<file path="src/set_assoc_cache_lru_lookup_core_macros.svh">
// Assertion macros shared by the cache lookup RTL.
`ifndef SET_ASSOC_CACHE_LRU_LOOKUP_CORE_MACROS_SVH
`define SET_ASSOC_CACHE_LRU_LOOKUP_CORE_MACROS_SVH
`ifndef NO_ASSERTIONS
`define SACL_ASSERT(label, clk, rst_n, prop, msg) \
	label: assert property (@(posedge clk) disable iff (!rst_n) (prop)) else $error(msg);
`define SACL_ASSERT_NEXT(label, clk, rst_n, ante, cons, msg) \
	label: assert property (@(posedge clk) disable iff (!rst_n) (ante) |=> (cons)) else $error(msg);
`else
`define SACL_ASSERT(label, clk, rst_n, prop, msg)
`define SACL_ASSERT_NEXT(label, clk, rst_n, ante, cons, msg)
`endif
`endif

</file>
<file path="src/sacl_pkg.sv">
// ----------------------------------------------------------------------------
// sacl_pkg
// Shared types and constants of the set-associative cache lookup core.
// ----------------------------------------------------------------------------
`default_nettype none
package sacl_pkg;
	localparam int SETS_DEF      = 64;
	localparam int WAYS_DEF      = 4;
	localparam int ADDR_BITS_DEF = 32;
	localparam int CNT_W         = 40;
	localparam int CFG_W         = 4;
	localparam int CFG_IDX_W     = 2;

	localparam logic [CFG_IDX_W-1:0] REG_OFFSET_BITS = 2'd0;
	localparam logic [CFG_IDX_W-1:0] REG_INDEX_BITS  = 2'd1;
	localparam logic [CFG_IDX_W-1:0] REG_WAYS_IN_USE = 2'd2;

	localparam logic [1:0] FUNC_WRITE = 2'd1;

	// Controller commands to the datapath.
	typedef struct packed {
		logic capture;
		logic clr_step;
		logic read;
		logic compare;
		logic update;
		logic emit;
	} ctl_cmd_t;

	typedef struct packed {
		logic clr_done;
	} ctl_sts_t;
endpackage
`default_nettype wire

</file>
<file path="src/sacl_ctrl.sv">
// ----------------------------------------------------------------------------
// sacl_ctrl
// Sequencer: clearing pass after reset, then read, compare, update, emit.
// ----------------------------------------------------------------------------
`default_nettype none
module sacl_ctrl (
	input  wire                  clk,
	input  wire                  arst_n,
	input  wire                  start,
	input  sacl_pkg::ctl_sts_t   sts,
	output logic                 busy,
	output sacl_pkg::ctl_cmd_t   cmd
);
	import sacl_pkg::*;

	typedef enum logic [5:0] {
		ST_CLEAR   = 6'b000001,
		ST_IDLE    = 6'b000010,
		ST_READ    = 6'b000100,
		ST_COMPARE = 6'b001000,
		ST_UPDATE  = 6'b010000,
		ST_EMIT    = 6'b100000
	} state_t;

	state_t state_q, state_d;

	always_comb begin
		state_d = state_q;
		cmd = '0;
		unique case (state_q)
			ST_CLEAR: begin
				cmd.clr_step = 1'b1;
				if (sts.clr_done) state_d = ST_IDLE;
			end
			ST_IDLE: begin
				if (start) begin
					cmd.capture = 1'b1;
					state_d = ST_READ;
				end
			end
			ST_READ: begin
				cmd.read = 1'b1;
				state_d = ST_COMPARE;
			end
			ST_COMPARE: begin
				cmd.compare = 1'b1;
				state_d = ST_UPDATE;
			end
			ST_UPDATE: begin
				cmd.update = 1'b1;
				state_d = ST_EMIT;
			end
			ST_EMIT: begin
				cmd.emit = 1'b1;
				state_d = ST_IDLE;
			end
			default: state_d = ST_CLEAR;
		endcase
	end

	assign busy = (state_q != ST_IDLE);

	always_ff @(posedge clk or negedge arst_n) begin
		if (!arst_n) state_q <= ST_CLEAR;
		else state_q <= state_d;
	end

	`include "set_assoc_cache_lru_lookup_core_macros.svh"
	`SACL_ASSERT(a_onehot, clk, arst_n, $onehot(state_q), "state not one-hot")
	`SACL_ASSERT_NEXT(a_accept, clk, arst_n, start && !busy, state_q == ST_READ,
		"accepted access did not start read")
	`SACL_ASSERT_NEXT(a_emit, clk, arst_n, state_q == ST_UPDATE, state_q == ST_EMIT,
		"update not followed by emit")
endmodule
`default_nettype wire

</file>
<file path="config.mk">
export PLATFORM = sky130hd
export DESIGN_NAME = sacl_ctrl
export DESIGN_NICKNAME = d
export VERILOG_FILES = /design/src/sacl_pkg.sv /design/src/sacl_ctrl.sv
export VERILOG_INCLUDE_DIRS = /design/src /design/src/src
export SDC_FILE = /design/constraint.sdc
export NUM_CORES = 1
export LEC_CHECK = 0
export BUFFER_PORTS_ARGS = -buffer_cell sky130_fd_sc_hd__buf_2
export CAP_MARGIN = 5
export CORE_UTILIZATION = 36
export CTS_BUF_LIST = sky130_fd_sc_hd__clkbuf_4 sky130_fd_sc_hd__clkbuf_8
export DETAILED_ROUTE_END_ITERATION = 8
export PLACE_DENSITY = 0.61
export SETUP_SLACK_MARGIN = 0.15
export SLEW_MARGIN = 5
export SYNTH_ARGS = -nofsm -noshare
export SYNTH_HDL_FRONTEND = slang
export SYNTH_SLANG_ARGS = --single-unit
</file>
<file path="constraint.sdc">
create_clock -name clk -period 3.2 [get_ports clk]
set_input_delay 0.48 -clock clk [delete_from_list [all_inputs] [get_ports clk]]
set_output_delay 0.48 -clock clk [all_outputs]
set_load 0.02 [all_outputs]
</file>
Yosys cells after proc, flatten, opt, wreduce, memory -nomap -nowiden
Index checks and enable logic that the tools add are counted.
- multiplexer cells: 10
- reductions and logical operators: 1
- equality and inequality tests: 9
- operators by type and width (operator ; number):
    case mux 6 bit (6 select lines) ; 1
    2-to-1 mux 6 bit ; 2
    2-to-1 mux 1 bit ; 7
    == test 6 x 1 -> 1 bit, second input constant ; 1
    == test 6 x 2 -> 1 bit, second input constant ; 1
    == test 6 x 3 -> 1 bit, second input constant ; 1
    == test 6 x 4 -> 1 bit, second input constant ; 1
    == test 6 x 5 -> 1 bit, second input constant ; 1
    == test 6 bit, second input constant ; 1
    != test 6 x 2 -> 1 bit, second input constant ; 1
    != test 2 bit, second input constant ; 2
    AND reduction 2 bit ; 1
- register bits after elaboration: 6
- output and inout bits: 7

Depth between registers and ports, before layout
- depth in word-level cells: 3
- mapped depth: 4

Worst setup path before layout
No wires, ideal clock.
- path kind: register to output
- start point: register state_q[4]
- end point: output port cmd[3] in the netlist's numbering
- stages on the path, launching flop included: 3
- arrival: 1.355 ns
- required time: 2.720 ns
- setup slack: 1.365 ns
- cells stage by stage: dfrtp_1 -> or3_4 -> nor4b_2
- RTL lines (element ; RTL line ; source):
    from (decl) ; sacl_ctrl.sv:25 ; state_t state_q, state_d;
    from (signal assigned) ; sacl_ctrl.sv:65 ; else state_q <= state_d;
    to (decl) ; sacl_ctrl.sv:12 ; output sacl_pkg::ctl_cmd_t cmd

==> metrics <==
status=finished clean; Final setup viols=0; actual slew at the worst max-slew pin=around 530 ps; starting DRC count in detailed routing=14; synthesized netlist net count=48; worst-case clock skew=7.883 ps; count of distinct cell types in the synthesized netlist=26; sink count of the clock tree=6; path type of the worst setup path=reg -> out; number of synthesis warnings=0; maximum level of the CTS H-tree=1; Pleak=0.2491 nW; drt pass-1 iters=4; cell taking the most area after synthesis=dfrtp_1; Max Cap Violations=0; capturing element type of the critical path=primary output; via count of the routed design=roughly 340; area share of the leading cell type in the synthesized netlist=0.2681; fin. max-slew vios=0; post-CTS repair timing setup buffer count=0; ys async rst share=1.000; Period Utilization, post-route=0.6436; registers with the highest flip-flop counts=state_q: 6 flops; clock-pin slew reported for the worst setup and hold paths after clock tree synthesis=roughly 50 ps; relative max-transition margin=0.6494; die span in x=38.01 um; worst IR drop on VDD=247.6 uV; data arrival time of the critical path=~1600 ps; TritonCTS clock tree=yes; setup total negative slack=0 ps; maximum number of pins on one net before global-route repair=13; remaining antenna violation count=0; number of antenna violations at the first check in global routing=0; placed insts=between 60 and 70; Top Ports=11; mapped cell area=466.7 um2; total power of the final layout=between 300 and 400 uW; DIE AREA=between 1000 and 1500 um2; Cells after Synth=between 40 and 50; sequential share of the synthesized area=0.3244; starting density of the core=0.4037; post-detailed-route wirelength per cell=12.99 um; number of enable flip-flop cells after synthesis=0; Crit path required time=~2700 ps; share of layout cells above drive strength 1=0.4528; endpoints failing hold=0; via count of the first global-routing pass=290; Final Routed Wirelength=870 um; final critical delay including setup and external delays=between 2000 and 2500 ps; largest fanout on the critical path=8; number of clock buffers inserted by TritonCTS=3; cell with the most instances after synthesis=dfrtp_1; number of flip-flops under the largest register name=6; number of vias per cell after detailed routing=approximately 5.0; fin cells=67; worst-case clock buffer depth=2; max frequency=0.4856 GHz; Most used DFF post-synth=dfrtp_1; global-route total usage across every layer=0.1493; largest cells by area after synthesis=dfrtp_1 (27%), nor4b_2 (13%), dfstp_2 (5.6%); number of antenna cells inserted=0; core region area=about 1200 um2; net count reported at finish=58; classification of the worst-slack hold path=in -> async; number of buffers added to fix hold violations after cts=0; CTS root buf=clkbuf_4; Cell Rows=12; gp weighted congestion=around 0.77; Avg Synthesized Cell Area=10.61 um2; height of the die=between 30 and 40 um; number of design rule violations left after detail routing=0; layout-stage area growth over the synthesis result=10.72%; first-pass GRT wire length=between 1000 and 1500 um; startpoint class of the critical path=flip-flop; clock network latency to the later pin of the worst-skew pair=around 250 ps; register containing the most flip-flops in the final layout=state_q; Seq cells post-synth=6; power density over the cells=a little under 700 nW/um2; setup repair after global routing missed its margin=no; post-detail-place hpwl=about 620 um; most numerous cell types in the synthesized netlist=dfrtp_1 (5), nor4b_2 (4), and3b_1 (3), nand2_1 (3), nor3_1 (3); post-cts repair resize count=0; global route overflow=0; number of buffer cells added on primary ports=10
## through the flow
| stage | hold WS, ps | area [um2] | setup WS (ps) | utilization |
|---|---|---|---|---|
| finish | 44.91 | 516.7 | 1141 | 0.4470 |
| global route | 38.57 | 516.7 | 1049 | 0.4470 |
| CTS | 48.12 | 516.7 | 1140 | 0.4470 |
| detailed placement | 309.8 | 486.7 | 1391 | 0.4210 |
| global placement | 309.3 | 486.7 | 1424 | 0.4210 |
| floorplan | 184.4 | 466.7 | 1365 | - |
## metal layers
layer | GRT usage | routed length [um] | share of wire | vias up
met2 | 0.1767 | 336 | 0.39 | 10
li1 | - | - | - | 178
met4 | 0.08036 | 0 | 0 | 0
met5 | 0 | 0 | 0 | -
met1 | 0.2135 | 493 | 0.57 | 150
met3 | 0.06977 | 41 | 0.047 | 0
## cell usage in the layout, fill, tap and decap left out, types with 2 or more instances in the layout
master,instances
and3_1,2
nor2b_1,2
nand2_1,3
clkbuf_4,4
and3b_1,3
nor4b_2,4
nor3_1,3
and3_2,2
o21ai_0,2
buf_2,10
dfrtp_1,5
## critical path: stages, from the launching register on
cell and delay [ps]:
dfrtp_1 470, or3_4 460, nor4b_2 210, buf_2 200
## report_power, final
group / switching [mW] / leakage, nW / total [mW] / internal (mW)
clock network: 0.0283 / 0.0184 / 0.0841 / 0.0557
logic: 0.0693 / 0.152 / 0.140 / 0.0703
registers: 0.0386 / 0.0786 / 0.134 / 0.0954
## path summary, 6_finish.rpt
check,start,cells after the start,slack [ps],end
hold reg to reg,state_q[3]$_DFFE_PN0P_,1,710,state_q[3]$_DFFE_PN0P_
hold / removal,arst_n,1,40,state_q[5]$_DFFE_PN0P_
setup / recovery,state_q[4]$_DFFE_PN0P_,3,1140,cmd[3]
min in group clk,start,2,500,state_q[2]$_DFFE_PN0P_
max in group asynchronous,arst_n,1,2920,state_q[0]$_DFFE_PN1P_
setup reg to reg,state_q[2]$_DFFE_PN0P_,3,1870,state_q[1]$_DFFE_PN0P_
## kinds of logic after synthesis
group / count (synthesis) / synth area share
AOI/OAI and AO/OA: 6 / 0.08582
xor gates and xnor gates: 1 / 0.01877
DFF: 6 / 0.3244
and+or+nand+nor: 25 / 0.4611
buffers and inverters: 6 / 0.1099
## cell type report
class / count / area, um2
Fill cell: 116 / 639.4
Tap cell: 14 / 17.52
Multi-Input combinational cell: 32 / 264.0
Sequential cell: 6 / 151.4
Timing Repair Buffer: 10 / 50.05
Clock buffer: 4 / 30.03
Inverter: 1 / 3.754
Note: power is estimated with default switching activity, not from simulation.
